==> config.mk <==
export PLATFORM = sky130hd
export DESIGN_NAME = utf8_codepoint_count_truncate_core
export DESIGN_NICKNAME = d
export VERILOG_FILES = /design/src/ucct_pkg.sv /design/src/utf8_codepoint_count_truncate_core.sv /design/src/ucct_fifo.sv /design/src/ucct_front.sv /design/src/ucct_back.sv
export VERILOG_INCLUDE_DIRS = /design/src /design/src/src
export SDC_FILE = /design/constraint.sdc
export NUM_CORES = 1
export LEC_CHECK = 0
export ABC_AREA = 1
export BUFFER_PORTS_ARGS = -buffer_cell sky130_fd_sc_hd__buf_2
export CORE_UTILIZATION = 55
export DETAILED_ROUTE_END_ITERATION = 10
export GPL_TIMING_DRIVEN = 0
export PLACE_DENSITY = 0.81
export SLEW_MARGIN = 20
export SYNTH_ARGS = -nofsm -noshare
export SYNTH_HDL_FRONTEND = slang
export SYNTH_SLANG_ARGS = --single-unit
==> constraint.sdc <==
create_clock -name clk -period 9.1 [get_ports clk]
set_clock_uncertainty 0.05 [all_clocks]
set_input_delay 1.82 -clock clk [delete_from_list [all_inputs] [get_ports clk]]
set_output_delay 1.82 -clock clk [all_outputs]
set_load 0.05 [all_outputs]
==> src/utf8_codepoint_count_truncate_core_assert.svh <==
// Assertion macros shared by the UTF-8 count and truncate core.
`ifndef UTF8_CODEPOINT_COUNT_TRUNCATE_CORE_ASSERT_SVH
`define UTF8_CODEPOINT_COUNT_TRUNCATE_CORE_ASSERT_SVH

`ifndef SYNTHESIS
`define UCCT_ASSERT_NEVER(label, cond) \
  label: assert property (@(posedge clk) disable iff (rst) !(cond)) \
    else $error("ucct: forbidden condition seen");
`define UCCT_ASSERT_IMPLIES(label, ante, cons) \
  label: assert property (@(posedge clk) disable iff (rst) (ante) |-> (cons)) \
    else $error("ucct: implication violated");
`else
`define UCCT_ASSERT_NEVER(label, cond)
`define UCCT_ASSERT_IMPLIES(label, ante, cons)
`endif

`endif

==> src/ucct_pkg.sv <==
// Types and constants of the UTF-8 count and truncate core.
package ucct_pkg;

  localparam int VALUE_W = 31;
  localparam int QUEUE_DEPTH = 4;

  localparam logic CFG_LIMIT_ENABLE = 1'b0;
  localparam logic CFG_MAX_CODE_POINTS = 1'b1;

  typedef enum logic [2:0] {
    BC_ASCII,
    BC_CONT,
    BC_LEAD2,
    BC_LEAD3,
    BC_LEAD4,
    BC_BAD
  } byte_class_t;

  typedef enum logic [2:0] {
    SBC_ANY,
    SBC_E0,
    SBC_ED,
    SBC_F0,
    SBC_F4
  } sbc_t;

  typedef struct packed {
    byte_class_t cls;
    sbc_t sbc;
    logic ge_a0;
    logic le_9f;
    logic ge_90;
    logic le_8f;
    logic has_byte;
    logic last;
  } beat_t;

  typedef struct packed {
    logic limit_enable;
    logic [VALUE_W-1:0] max_code_points;
  } cfg_t;

endpackage

==> src/utf8_codepoint_count_truncate_core.sv <==
// Top level of the UTF-8 code point count and truncate core.
//
//  channel  direction  handshake            payload
//  in       sink       in_valid/in_stall    data_byte, has_byte, last_of_string
//  out      source     out_valid/out_stall  value, invalid_utf8
//  cfg      sink       cfg_we               cfg_index, cfg_data
//
// One byte per cycle while in_stall is low; each beat updates the decode state.
// A result appears in out_valid the cycle after the back end takes the last beat.
// A four-beat queue decouples input from decode; in_stall rises only when it is full.
// out_stall holds only last beats; other beats keep draining into the decode state.
// rst is synchronous and clears the queue, decode state, result valid and registers.
module utf8_codepoint_count_truncate_core #(
  parameter int COUNT_BITS = 31
) (
  input  logic                          clk,
  input  logic                          rst,
  input  logic                          in_valid,
  output logic                          in_stall,
  input  logic [7:0]                    data_byte,
  input  logic                          has_byte,
  input  logic                          last_of_string,
  output logic                          out_valid,
  input  logic                          out_stall,
  output logic [ucct_pkg::VALUE_W-1:0]  value,
  output logic                          invalid_utf8,
  input  logic                          cfg_we,
  input  logic                          cfg_index,
  input  logic [ucct_pkg::VALUE_W-1:0]  cfg_data
);

  ucct_pkg::cfg_t  cfg;
  ucct_pkg::beat_t push_beat;
  ucct_pkg::beat_t head;
  logic            push;
  logic            pop;
  logic            empty;
  logic            full;

  always_ff @(posedge clk) begin
    if (rst) begin
      cfg <= '0;
    end else if (cfg_we) begin
      unique case (cfg_index)
        ucct_pkg::CFG_LIMIT_ENABLE:    cfg.limit_enable    <= cfg_data[0];
        ucct_pkg::CFG_MAX_CODE_POINTS: cfg.max_code_points <= cfg_data;
        default: ;
      endcase
    end
  end

  ucct_front u_front (
    .in_valid       (in_valid),
    .in_stall       (in_stall),
    .data_byte      (data_byte),
    .has_byte       (has_byte),
    .last_of_string (last_of_string),
    .full           (full),
    .push           (push),
    .beat           (push_beat)
  );

  ucct_fifo u_fifo (
    .clk       (clk),
    .rst       (rst),
    .push      (push),
    .push_beat (push_beat),
    .pop       (pop),
    .head      (head),
    .empty     (empty),
    .full      (full)
  );

  ucct_back #(
    .COUNT_BITS (COUNT_BITS)
  ) u_back (
    .clk          (clk),
    .rst          (rst),
    .cfg          (cfg),
    .empty        (empty),
    .beat         (head),
    .pop          (pop),
    .out_valid    (out_valid),
    .out_stall    (out_stall),
    .value        (value),
    .invalid_utf8 (invalid_utf8)
  );

endmodule

==> src/ucct_fifo.sv <==
// Short queue of classified beats between front and back.
`include "utf8_codepoint_count_truncate_core_assert.svh"

module ucct_fifo (
  input  logic            clk,
  input  logic            rst,
  input  logic            push,
  input  ucct_pkg::beat_t push_beat,
  input  logic            pop,
  output ucct_pkg::beat_t head,
  output logic            empty,
  output logic            full
);

  localparam int DEPTH = ucct_pkg::QUEUE_DEPTH;
  localparam int PTR_W = (DEPTH > 1) ? $clog2(DEPTH) : 1;
  localparam int CNT_W = $clog2(DEPTH + 1);

  ucct_pkg::beat_t mem [DEPTH];
  logic [PTR_W-1:0] wr_ptr;
  logic [PTR_W-1:0] rd_ptr;
  logic [CNT_W-1:0] count;

  assign empty = (count == '0);
  assign full  = (count == CNT_W'(DEPTH));
  assign head  = mem[rd_ptr];

  always_ff @(posedge clk) begin
    if (push) begin
      mem[wr_ptr] <= push_beat;
    end
  end

  always_ff @(posedge clk) begin
    if (rst) begin
      wr_ptr <= '0;
      rd_ptr <= '0;
      count  <= '0;
    end else begin
      if (push) begin
        wr_ptr <= (wr_ptr == PTR_W'(DEPTH - 1)) ? '0 : wr_ptr + 1'b1;
      end
      if (pop) begin
        rd_ptr <= (rd_ptr == PTR_W'(DEPTH - 1)) ? '0 : rd_ptr + 1'b1;
      end
      if (push && !pop) begin
        count <= count + 1'b1;
      end else if (pop && !push) begin
        count <= count - 1'b1;
      end
    end
  end

  `UCCT_ASSERT_NEVER(a_no_push_full, push && full && !pop)
  `UCCT_ASSERT_NEVER(a_no_pop_empty, pop && empty)
  `UCCT_ASSERT_IMPLIES(a_count_bound, 1'b1, count <= CNT_W'(DEPTH))

endmodule

==> src/ucct_front.sv <==
// Front end: accept input beats, classify each byte, push into the queue.
module ucct_front (
  input  logic            in_valid,
  output logic            in_stall,
  input  logic [7:0]      data_byte,
  input  logic            has_byte,
  input  logic            last_of_string,
  input  logic            full,
  output logic            push,
  output ucct_pkg::beat_t beat
);

  assign in_stall = full;
  assign push     = in_valid && !full;

  always_comb begin
    beat          = '0;
    beat.has_byte = has_byte;
    beat.last     = last_of_string;
    beat.ge_a0    = (data_byte >= 8'hA0);
    beat.le_9f    = (data_byte <= 8'h9F);
    beat.ge_90    = (data_byte >= 8'h90);
    beat.le_8f    = (data_byte <= 8'h8F);
    beat.sbc      = ucct_pkg::SBC_ANY;
    priority if (data_byte < 8'h80) begin
      beat.cls = ucct_pkg::BC_ASCII;
    end else if (data_byte <= 8'hBF) begin
      beat.cls = ucct_pkg::BC_CONT;
    end else if (data_byte >= 8'hC2 && data_byte <= 8'hDF) begin
      beat.cls = ucct_pkg::BC_LEAD2;
    end else if (data_byte >= 8'hE0 && data_byte <= 8'hEF) begin
      beat.cls = ucct_pkg::BC_LEAD3;
    end else if (data_byte >= 8'hF0 && data_byte <= 8'hF4) begin
      beat.cls = ucct_pkg::BC_LEAD4;
    end else begin
      beat.cls = ucct_pkg::BC_BAD;
    end
    if (data_byte == 8'hE0) beat.sbc = ucct_pkg::SBC_E0;
    if (data_byte == 8'hED) beat.sbc = ucct_pkg::SBC_ED;
    if (data_byte == 8'hF0) beat.sbc = ucct_pkg::SBC_F0;
    if (data_byte == 8'hF4) beat.sbc = ucct_pkg::SBC_F4;
  end

endmodule

==> src/ucct_back.sv <==
// Back end: decode state, code point count, limit check and result register.
`include "utf8_codepoint_count_truncate_core_assert.svh"

module ucct_back #(
  parameter int COUNT_BITS = 31
) (
  input  logic                          clk,
  input  logic                          rst,
  input  ucct_pkg::cfg_t                cfg,
  input  logic                          empty,
  input  ucct_pkg::beat_t               beat,
  output logic                          pop,
  output logic                          out_valid,
  input  logic                          out_stall,
  output logic [ucct_pkg::VALUE_W-1:0]  value,
  output logic                          invalid_utf8
);

  localparam int VW = ucct_pkg::VALUE_W;

  logic [COUNT_BITS-1:0] byte_offset, byte_offset_next;
  logic [COUNT_BITS-1:0] cp_count, cp_count_next;
  logic [COUNT_BITS-1:0] seq_start, seq_start_next;
  logic [COUNT_BITS-1:0] trunc_offset, trunc_offset_next;
  logic [1:0]            cont_left, cont_left_next;
  ucct_pkg::sbc_t        sbc, sbc_next;
  logic                  truncated, truncated_next;
  logic                  error, error_next;
  logic                  done;
  logic                  cont_ok;
  logic                  bad;
  logic [VW-1:0]         result;

  assign pop = !empty && (!beat.last || !out_valid || !out_stall);

  always_comb begin
    cont_ok = 1'b0;
    if (beat.cls == ucct_pkg::BC_CONT) begin
      unique case (sbc)
        ucct_pkg::SBC_E0: cont_ok = beat.ge_a0;
        ucct_pkg::SBC_ED: cont_ok = beat.le_9f;
        ucct_pkg::SBC_F0: cont_ok = beat.ge_90;
        ucct_pkg::SBC_F4: cont_ok = beat.le_8f;
        default:          cont_ok = 1'b1;
      endcase
    end
  end

  always_comb begin
    byte_offset_next  = byte_offset;
    cp_count_next     = cp_count;
    seq_start_next    = seq_start;
    trunc_offset_next = trunc_offset;
    cont_left_next    = cont_left;
    sbc_next          = sbc;
    truncated_next    = truncated;
    error_next        = error;
    done              = 1'b0;
    if (beat.has_byte) begin
      byte_offset_next = (byte_offset != '1) ? byte_offset + 1'b1 : byte_offset;
      if (!truncated && !error) begin
        if (cont_left == 2'd0) begin
          seq_start_next = byte_offset;
          sbc_next       = ucct_pkg::SBC_ANY;
          unique case (beat.cls)
            ucct_pkg::BC_ASCII: done = 1'b1;
            ucct_pkg::BC_LEAD2: cont_left_next = 2'd1;
            ucct_pkg::BC_LEAD3: begin
              cont_left_next = 2'd2;
              sbc_next       = beat.sbc;
            end
            ucct_pkg::BC_LEAD4: begin
              cont_left_next = 2'd3;
              sbc_next       = beat.sbc;
            end
            default: error_next = 1'b1;
          endcase
        end else if (!cont_ok) begin
          error_next     = 1'b1;
          cont_left_next = 2'd0;
          sbc_next       = ucct_pkg::SBC_ANY;
        end else begin
          sbc_next       = ucct_pkg::SBC_ANY;
          cont_left_next = cont_left - 2'd1;
          done           = (cont_left == 2'd1);
        end
      end
    end
    if (done) begin
      cp_count_next = (cp_count != '1) ? cp_count + 1'b1 : cp_count;
      if (cfg.limit_enable && (VW'(cp_count_next) > cfg.max_code_points)) begin
        truncated_next    = 1'b1;
        trunc_offset_next = seq_start_next;
      end
    end
  end

  always_comb begin
    bad = error_next || (cont_left_next != 2'd0 && !truncated_next);
    if (bad) begin
      result = '0;
    end else if (cfg.limit_enable) begin
      result = truncated_next ? VW'(trunc_offset_next) : VW'(byte_offset_next);
    end else begin
      result = VW'(cp_count_next);
    end
  end

  always_ff @(posedge clk) begin
    if (rst) begin
      byte_offset  <= '0;
      cp_count     <= '0;
      seq_start    <= '0;
      trunc_offset <= '0;
      cont_left    <= '0;
      sbc          <= ucct_pkg::SBC_ANY;
      truncated    <= 1'b0;
      error        <= 1'b0;
      out_valid    <= 1'b0;
    end else begin
      if (pop && beat.last) begin
        out_valid <= 1'b1;
      end else if (out_valid && !out_stall) begin
        out_valid <= 1'b0;
      end
      if (pop) begin
        if (beat.last) begin
          byte_offset  <= '0;
          cp_count     <= '0;
          seq_start    <= '0;
          trunc_offset <= '0;
          cont_left    <= '0;
          sbc          <= ucct_pkg::SBC_ANY;
          truncated    <= 1'b0;
          error        <= 1'b0;
        end else begin
          byte_offset  <= byte_offset_next;
          cp_count     <= cp_count_next;
          seq_start    <= seq_start_next;
          trunc_offset <= trunc_offset_next;
          cont_left    <= cont_left_next;
          sbc          <= sbc_next;
          truncated    <= truncated_next;
          error        <= error_next;
        end
      end
    end
  end

  always_ff @(posedge clk) begin
    if (pop && beat.last) begin
      value        <= result;
      invalid_utf8 <= bad;
    end
  end

  `UCCT_ASSERT_NEVER(a_trunc_err_excl, truncated && error)
  `UCCT_ASSERT_IMPLIES(a_err_idle_seq, error, cont_left == 2'd0)
  `UCCT_ASSERT_IMPLIES(a_trunc_idle_seq, truncated, cont_left == 2'd0)
  `UCCT_ASSERT_IMPLIES(a_sbc_only_mid, cont_left == 2'd0, sbc == ucct_pkg::SBC_ANY)

endmodule

==> reports/metrics.csv, run 1 <==
metric,value,unit
status,"complete, no violations",
rsz0062_at_grt,no,
final_util,0.6263,
ys_seq_elements,253,
cts_tree,yes,
reg2reg_slack,4240,ps
yosysTopAreaCellShare,0.2282,
num_rows,60,
async_flop_share,0,
design_area,0.01693,mm2
post_cts_buffers,0,
yosys-top-cells-area,"dfxtp_1 (23%), edfxtp_1 (16%), nand2_1 (16%)",
track_usage,0.3459,
min_path_type,reg2reg,
multi_input_area,0.007696,mm2
final_layout_size_suffix_gt1_frac,0.09923,
diodes,0,
vias_per_cell,5.734,
drcViolationCount,0,
max_cap_violations,0,
setup_viol,0,
drt-wirelength-per-cell,18.33,um
insertion_delay,570,ps
ant_nets,0,
cp_slowest_stage_delay,450,ps
drt_pass1_iterations,6,
ir_drop,0.1980,mV
clkTransAtPathRegs,60,ps
p_leak,0.007430,uW
report.final.slew_viol_count,0,
startpoint_type,flip-flop,
grt_pass1_wl,76.91,mm
first_iter_violations,1736,
wl,48.94,mm
power.density,322.7,mW/mm2
fin_crit_sh,0.5344,
worst_setup_path_end_kind,flip-flop,
first_global_vias,14550,
antenna_found_initial,0,
numCtsBuffers,28,
avgSynthCellArea,6.911,um2
core,0.02703,mm2
synth_ff_type,dfxtp_1,
yosysSeqAreaShare,0.3865,
critPathArrivalTime,5180,ps
hpwl,37.34,mm
nNetsFinal,2395,
area_growth,11.53,%
fin_setup_tns,0,ps
grt_overflow,0,
final_cell_mix,"nand2_1 (640), inv_1 (249), a21oi_1 (223), nand3_1 (178), dfxtp_1 (173)",
hold_ws,413.8,ps
pin_count,81,
placed_area,0.01601,mm2
cts_resized,0,
n_fill_cell,2507,
synth_cell_types,54,
dieArea,0.02826,mm2
yosysWarnings,0,
cp_max_fo,10,
h-tree-depth,1,
synth_area,0.01518,mm2
path_common_cell,nand2_1,
cts_hold_buffers,0,
final_common_cell,nand2_1,
clockBufferDepth,3,
worst_pin_slew,887.5,ps
vias,15310,
final.min_clock_period,4863,ps
synth_edf_count,80,
syn_nets,2285,
post-synth-top-area-cell,dfxtp_1,
relSlewSlack,0.4038,
cts.root.buffer_cell,clkbuf_16,
cts.sinks,253,
required,9420,ps
r2r_cells,25,
path_class,reg2reg,
slowest_stage,dfxtp_1,
die_w,168.1,um
max_freq,0.2056,GHz
initial_core_util,0.5616,
grt_max_degree,34,
syn_inst,2196,
finalHoldViolations,0,
portBuffers,80,
seqCellArea,0.005866,mm2
whs_path_depth,2,
gp_congestion,1.020,
die_y,168.1,um
-- registers in the layout, indices dropped and copies added (netlist names), 2 cells and up, named ones only --
name / cells
cfg: 32
u_back.byte_offset: 31
u_back.cont_left: 2
u_back.cp_count: 31
u_back.sbc: 3
u_back.seq_start: 31
u_back.trunc_offset: 31
u_back.value: 31
u_fifo.count: 3
u_fifo.mem: 48
u_fifo.rd_ptr: 2
u_fifo.wr_ptr: 2
-- cell type report --
cell class                 count  share of cell area
multi-input combinational   1567              0.4547
sequential                   253              0.3465
inverter                     260             0.05854
clock buffer                  34             0.04516
buffer                       116             0.03747
tap                          341             0.02521
timing repair buffer          80             0.02365
clock inverter                18            0.008796
-- where the power goes --
group | internal (uW) | switching (uW)
Sequential | 1410 | 139
Clock | 652 | 491
Combinational | 749 | 2020
Total | 2810 | 2650
-- synthesized netlist by cell type, types with 3 or more instances --
| master | number |
|---|---|
| nor2_1 | 158 |
| inv_2 | 4 |
| buf_1 | 6 |
| nand2_1 | 640 |
| buf_4 | 7 |
| and2_1 | 7 |
| or2_0 | 3 |
| a21o_1 | 7 |
| nor2_2 | 4 |
| clkbuf_1 | 56 |
| dfxtp_1 | 173 |
| a211oi_1 | 3 |
| o21a_1 | 5 |
| o211ai_1 | 50 |
| nand3_1 | 178 |
| buf_6 | 15 |
| o22ai_1 | 15 |
| xor2_1 | 29 |
| edfxtp_1 | 80 |
| nand2_2 | 19 |
| or2_2 | 5 |
| buf_2 | 30 |
| o21ai_1 | 3 |
| nand4_1 | 20 |
| inv_1 | 250 |
| inv_4 | 4 |
| a21oi_1 | 223 |
| mux2i_1 | 6 |
| ha_1 | 41 |
| o21ai_0 | 92 |
| nor3_1 | 34 |
-- stage by stage --
stage	instances	power (uW)	worst slack, ps
2_1_floorplan	2196	3453	5563
3_3_place_gp	2617	4202	4370
3_5_place_dp	2617	4256	4341
4_1_cts	2669	5393	4277
5_1_grt	2669	5750	3920
6_report	2669	5463	4237
-- cell families after synthesis --
kind of cell             synth area share
XOR/XNOR                          0.01789
buffers and inverters              0.1071
adder cells (fa/ha/maj)           0.03512
AND/OR/NAND/NOR                    0.3015
AO/OA/AOI/OAI                      0.1480
multiplexers                     0.003957
flip-flops                         0.3865
-- worst max-delay path, delay by kind of cell, from the launching register on --
| kind | cells | cell delay (ps) |
|---|---|---|
| and+or+nand+nor | 18 | 2770 |
| buffers and inverters | 4 | 690 |
| DFF | 1 | 450 |
| AOI/OAI and AO/OA | 1 | 250 |
| adders and majority gates | 2 | 430 |
-- path summary, 6_finish.rpt --
kind,to,from
hold / removal,cfg[8]$_SDFFE_PP0P_,cfg[8]$_SDFFE_PP0P_
hold reg to reg,cfg[8]$_SDFFE_PP0P_,cfg[8]$_SDFFE_PP0P_
setup reg to reg,u_back.value[6]$_SDFFCE_PP0P_,u_back.cp_count[0]$_SDFFE_PP0P_
setup / recovery,u_back.value[6]$_SDFFCE_PP0P_,u_back.cp_count[0]$_SDFFE_PP0P_
-- layer usage --
| layer | global-route usage | wire (um) |
|---|---|---|
| met1 | 0.4372 | 19920 |
| met2 | 0.5915 | 23110 |
| met3 | 0.04396 | 3731 |
| met4 | 0.1557 | 2180 |
| met5 | 0 | 0 |
Power figures use the tool's default switching activity.
==> inputs of run 2 (changes only) <==
clock period = 4.7 ns   (was 9.1 ns; I/O delays follow)
==> run 2 against run 1 <==
  * Sequential power up 94%
  * Sequential share of layout area decreased by 0.077 points
  * First-iteration DRC count is 5.1% higher
  * Clock-buffer cell count did not move
  * Non-clock buffer count decreased by 1
  * Die area unchanged
  * Worst setup slack worse by 4100 ps
  * Critical path type unchanged
  * Critical endpoint unchanged
==> reports/metrics.csv, run 2 (synthesis gave the netlist of run 1 again) <==
metric,value,unit
path_class,reg2reg,
h-tree-depth,1,
internal-power,5444,uW
num_rows,60,
portBuffers,80,
power_frac_comb,0.508,
path_cells,ha_2 > nand2_1 > nor2_4 > nand2_1 > nor2_1 > nand2_2 > inv_4 > buf_4 > a21oi_1 > inv_1 > ha_1 > nand4_1 > nor3_1 > nand2_1 > nand2_1 > a21oi_1 > nand3_4 > nand2_2 > inv_2 > o21ai_2 > nand2_2 > buf_6 > a21oi_1,
top_register,u_fifo.mem,
track_usage,0.3459,
final.min_clock_period,4527,ps
stdcell_count,2668,
setup_viol,0,
crit_buf_inv,5,
grt_max_degree,34,
post_cts_buffers,0,
path_common_cell,nand2_1,
gp_congestion,1.020,
finalHoldViolations,0,
final_util,0.6277,
first_global_vias,14550,
startpoint_type,flip-flop,
die_y,168.1,um
drcViolationCount,0,
clockBufferDepth,3,
rsz0062_at_grt,yes,
required,5010,ps
largest_register_ffs,48,
area_growth,11.78,%
final_common_cell,nand2_1,
cts.sinks,253,
report.final.slew_viol_count,0,
vias,15370,
hpwl,37.34,mm
diodes,0,
worst_setup_path_end_kind,flip-flop,
cp_max_fo,10,
path_delay_family,simple AND/OR/NAND/NOR gates,
cts.root.buffer_cell,clkbuf_16,
numCtsBuffers,28,
swShare,0.4857,
dpl.cell_count,2617,
cp_slowest_stage_delay,460,ps
status,"complete, no violations",
first_iter_violations,1825,
n_fill_cell,2501,
ant_nets,0,
dieArea,0.02826,mm2
max_freq,0.2209,GHz
grt_overflow,0,
antenna_found_initial,0,
relSlewSlack,0.4366,
min_path_type,reg2reg,
worst_pin_slew,838.7,ps
max_cap_violations,0,
final_cell_mix,"nand2_1 (637), inv_1 (249), a21oi_1 (222), nand3_1 (178), dfxtp_1 (173)",
final_layout_size_suffix_gt1_frac,0.1031,
power.density,624.0,mW/mm2
drt-wirelength-per-cell,18.35,um
initial_core_util,0.5616,
switchingPower,5141,uW
core,0.02703,mm2
drt_pass1_iterations,8,
fin_setup_tns,0,ps
pin_count,81,
seqPwrFrac,0.283,
cts_hold_buffers,0,
die_w,168.1,um
fin_crit_sh,0.9632,
nNetsFinal,2394,
ir_drop,0.3831,mV
pwr-share-clk,0.209,
cts_tree,yes,
insertion_delay,570,ps
p_leak,0.007429,uW
grt_pass1_wl,76.93,mm
top_regs,"u_fifo.mem x48, cfg x32",
wl,48.95,mm
critPathArrivalTime,4840,ps
slowest_stage,dfxtp_1,
vias_per_cell,5.762,
clkTransAtPathRegs,60,ps
-- run 2: cell types whose count changed in the layout (fill, tap and decap cells not counted), moves of 2 or more --
cell / previous run / this run
nand2_2: 19 / 22
nor2_1: 154 / 152
nor3_2: 1 / 3
nand2_1: 640 / 637
nor2_4: 0 / 2
nor3_1: 34 / 32
-- run 2: layout make-up --
class / instances / area [um2] / share of cell area
Buffer: 115 / 630.6 / 0.03717
Clock buffer: 34 / 764.5 / 0.04506
Clock inverter: 18 / 148.9 / 0.008776
Inverter: 260 / 993.5 / 0.05856
Multi-Input combinational cell: 1567 / 7735 / 0.4559
Sequential cell: 253 / 5866 / 0.3457
Tap cell: 341 / 426.7 / 0.02515
Timing Repair Buffer: 80 / 400.4 / 0.02360
-- run 2: timing repair --
item / 4_1_cts / 5_1_grt
setup endpoints to repair: 24 / 49
hold endpoints to repair: 0 / 0
pin swaps: 0 / 0
cloned: 0 / 0
resized for setup: 2 / 10
-- run 2: worst paths after layout --
path         slack, ps  cells after the start                             to                            start
max                170                     23  u_back.value[6]$_SDFFCE_PP0P_  u_back.cp_count[0]$_SDFFE_PP0P_
min                410                      2            cfg[8]$_SDFFE_PP0P_              cfg[8]$_SDFFE_PP0P_
max reg2reg        170                     23  u_back.value[6]$_SDFFCE_PP0P_  u_back.cp_count[0]$_SDFFE_PP0P_
min reg2reg        410                      2            cfg[8]$_SDFFE_PP0P_              cfg[8]$_SDFFE_PP0P_
-- run 2: layer usage --
layer	track usage	share of wire
met3	0.04396	0.081
met1	0.4373	0.40
met4	0.1557	0.045
met2	0.5915	0.47
met5	0	0
-- run 2: worst register-to-register path, delay by kind of cell, from the launching register on --
kind            cells  cell delay, ps
fa+ha+maj           2             520
flops               1             460
compound gates      4             730
simple gates       12            1840
buf+inv             5             730
-- run 2: metrics by stage --
stage / total power (uW) / hold WS (ps) / setup slack (ps) / area [um2]
2_1_floorplan: 6685 / 384.8 / 1163 / 15180
6_report: 10590 / 413.9 / 173.0 / 16970
5_1_grt: 11140 / 433.3 / -24.53 / 16970
3_3_place_gp: 8135 / 401.5 / -30.47 / 16000
4_1_cts: 10440 / 415.4 / 28.52 / 16930
3_5_place_dp: 8241 / 406.2 / -58.63 / 16010
-- run 2: power by group through the flow --
stage | clock network [uW] | registers [uW] | logic, uW
final | 2210 | 3000 | 5380
after CTS | 2220 | 2990 | 5240
after global placement | 0 | 3020 | 5110
after detailed placement | 0 | 3030 | 5210
after global routing | 2310 | 3040 | 5790
after floorplan | 0 | 3490 | 3200
==> inputs of run 3 (changes only) <==
ABC_AREA = unset   (was 1)
SLEW_MARGIN = unset   (was 20)
==> run 3 against run 2 <==
  * Clock-buffer cell count is 1 higher
  * Routed wire length is 6.7% lower
  * Worst setup slack worse by 130 ps
  * Largest power group unchanged
==> reports/metrics.csv, run 3 <==
metric,value,unit
clockBufferDepth,3,
ys_seq_elements,253,
hold_ws,405.5,ps
p_leak,0.005791,uW
synth_area,0.01395,mm2
initial_core_util,0.5670,
ant_nets,0,
portBuffers,79,
power_frac_comb,0.425,
worstReg2RegStart,u_back.cp_count[14]$_SDFFE_PP0P_,
max_cap_violations,0,
worst_setup_path_end_kind,flip-flop,
wl_met1,18.00,mm
post-synth-top-area-cell,dfxtp_1,
worst_pin_slew,994.2,ps
nNetsFinal,1767,
yosysTopAreaCellShare,0.2483,
synth_edf_count,80,
rsz0062_at_grt,yes,
whs_path_depth,2,
async_flop_share,0,
core,0.02460,mm2
diodes,0,
setup_viol,0,
syn_nets,1649,
vias_per_cell,6.425,
route.met2.wl,19.33,mm
startpoint_type,flip-flop,
first_global_vias,12110,
clkTransAtPathRegs,60,ps
die_w,161.3,um
min_from,cfg[3]$_SDFFE_PP0P_,
swShare,0.4429,
first_iter_violations,1663,
synth_cell_types,82,
syn_inst,1560,
gp_congestion,1.056,
largest_register_ffs,48,
switchingPower,3595,uW
avgSynthCellArea,8.943,um2
grt_pass1_wl,69.41,mm
fin_crit_sh,0.9917,
grt_overflow,0,
top_register,u_fifo.mem,
critPathArrivalTime,4860,ps
cp_max_fo,10,
max_freq,0.2145,GHz
path_class,reg2reg,
yosysSeqAreaShare,0.4204,
required,4900,ps
finalHoldViolations,0,
seqPwrFrac,0.324,
final_cell_mix,"nand2_1 (162), dfxtp_1 (162), nor2_1 (145), a21oi_1 (141), clkbuf_1 (99)",
wl_met3,5.810,mm
placed_area,0.01475,mm2
synth_ff_type,dfxtp_1,
top_layer,met4,
numCtsBuffers,28,
yosys-top-cells-count,"dfxtp_1 (173), nand2_1 (165), nor2_1 (146)",
wl,45.68,mm
yosysWarnings,0,
min_path_type,reg2reg,
report.final.slew_viol_count,0,
yosys-top-cells-area,"dfxtp_1 (25%), edfxtp_1 (17%), a21oi_1 (5.1%)",
area_growth,14.74,%
antenna_found_initial,0,
cts.sinks,253,
ir_drop,0.4127,mV
relSlewSlack,0.3372,
hpwl,33.21,mm
grt_max_degree,36,
track_usage,0.3490,
final.min_clock_period,4661,ps
r2r_cells,19,
pwr-share-clk,0.251,
num_rows,57,
pin_count,81,
drt_pass1_iterations,6,
insertion_delay,550,ps
h-tree-depth,1,
worst_hold_path.endpoint,cfg[3]$_SDFFE_PP0P_,
drt-wirelength-per-cell,22.57,um
cts_tree,yes,
cts.root.buffer_cell,clkbuf_16,
design_area,0.01601,mm2
total_power,8117,uW
reg2reg_slack,40,ps
reg2reg_to,u_back.value[7]$_SDFFCE_PP0P_,
status,"complete, no violations",
top_regs,"u_fifo.mem x48, cfg x32",
dieArea,0.02601,mm2
vias,13000,
die_y,161.3,um
final_layout_size_suffix_gt1_frac,0.1600,
internal-power,4523,uW
yosysMostFrequentCell,dfxtp_1,
drcViolationCount,0,
power.density,507.1,mW/mm2
-- run 3: cell types whose count changed after synthesis, moves of 36 or more --
cell | previous run | this run
clkbuf_1 | 56 | 110
inv_1 | 250 | 44
nand2_1 | 640 | 165
xnor2_1 | 2 | 38
nand3_1 | 178 | 39
a21oi_1 | 223 | 142
a22oi_1 | 0 | 55
o211ai_1 | 50 | 5
-- run 3: repair_timing --
| item | 4_1_cts | 5_1_grt |
|---|---|---|
| hold buffers | 0 | 0 |
| resized for setup | 38 | 38 |
| setup buffers | 10 | 10 |
| setup endpoints to repair | 64 | 62 |
| pin swaps | 9 | 19 |
-- run 3: cell families after synthesis --
logic type               synth area share
buffers and inverters             0.05103
flip-flops                         0.4204
adder cells (fa/ha/maj)           0.03821
multiplexers                      0.06009
XOR/XNOR                          0.05022
AO/OA/AOI/OAI                      0.1953
AND/OR/NAND/NOR                    0.1847
-- run 3: worst max-delay path, stage by stage (launching register included) --
cell and delay, ps:
dfxtp_1 310, buf_4 170, nand4_1 130, or3_4 400, a2111oi_4 290, buf_4 200
nand3_1 170, xnor2_1 210, ha_1 300, nand4_1 240, nor4_4 350, buf_4 160
nand2_2 60, a31oi_4 170, o21bai_2 70, buf_4 180, buf_8 150, nor2_4 230
mux2i_2 380, a211oi_2 140
-- run 3: area by class of cell --
class | instances | area, um2
Buffer | 121 | 554.3
Fill cell | 2035 | 8598
Clock inverter | 17 | 88.84
Timing Repair Buffer | 99 | 545.5
Inverter | 45 | 168.9
Multi-Input combinational cell | 1130 | 7616
Tap cell | 324 | 405.4
Clock buffer | 35 | 748.2
Sequential cell | 253 | 5879
-- run 3: worst max path at each step --
stage | from | end | slack (ps) | depth (start not counted)
5_1_grt | u_back.cp_count[14]$_SDFFE_PP0P_ | u_back.value[0]$_SDFFCE_PP0P_ | -80 | 19
3_5_place_dp | u_back.cp_count[2]$_SDFFE_PP0P_ | u_back.value[24]$_SDFFCE_PP0P_ | -1350 | 18
2_1_floorplan | u_back.cp_count[14]$_SDFFE_PP0P_ | u_back.value[11]$_SDFFCE_PP0P_ | 50 | 17
3_3_place_gp | u_back.cp_count[2]$_SDFFE_PP0P_ | u_back.value[24]$_SDFFCE_PP0P_ | -1290 | 18
4_1_cts | u_back.cp_count[14]$_SDFFE_PP0P_ | u_back.value[10]$_SDFFCE_PP0P_ | -30 | 18
6_report | u_back.cp_count[14]$_SDFFE_PP0P_ | u_back.value[7]$_SDFFCE_PP0P_ | 40 | 19
-- run 3: metrics by stage --
step	instances	worst slack, ps	utilization	TNS [ps]
after floorplan	1560	47.83	-	0
after global placement	1963	-1292	0.5995	-57770
after detailed placement	1963	-1346	0.5996	-61890
after CTS	2015	-29.85	0.6426	-33.83
after global routing	2024	-79.64	0.6505	-561.4
final	2024	38.82	0.6505	0
-- run 3: power by group through the flow --
stage                     combinational [uW]  clock, uW  sequential, uW
after CTS                               3260       2040            2640
after global placement                  3170          0            2670
after detailed placement                3200          0            2680
final                                   3450       2040            2630
after global routing                    3580       2120            2660
after floorplan                         1780          0            3050
-- run 3: layer usage --
metal | vias up | GRT usage
met2 | 828 | 0.5196
met5 | - | 0
met4 | 0 | 0.1690
met3 | 175 | 0.09450
li1 | 5863 | -
met1 | 6138 | 0.4690
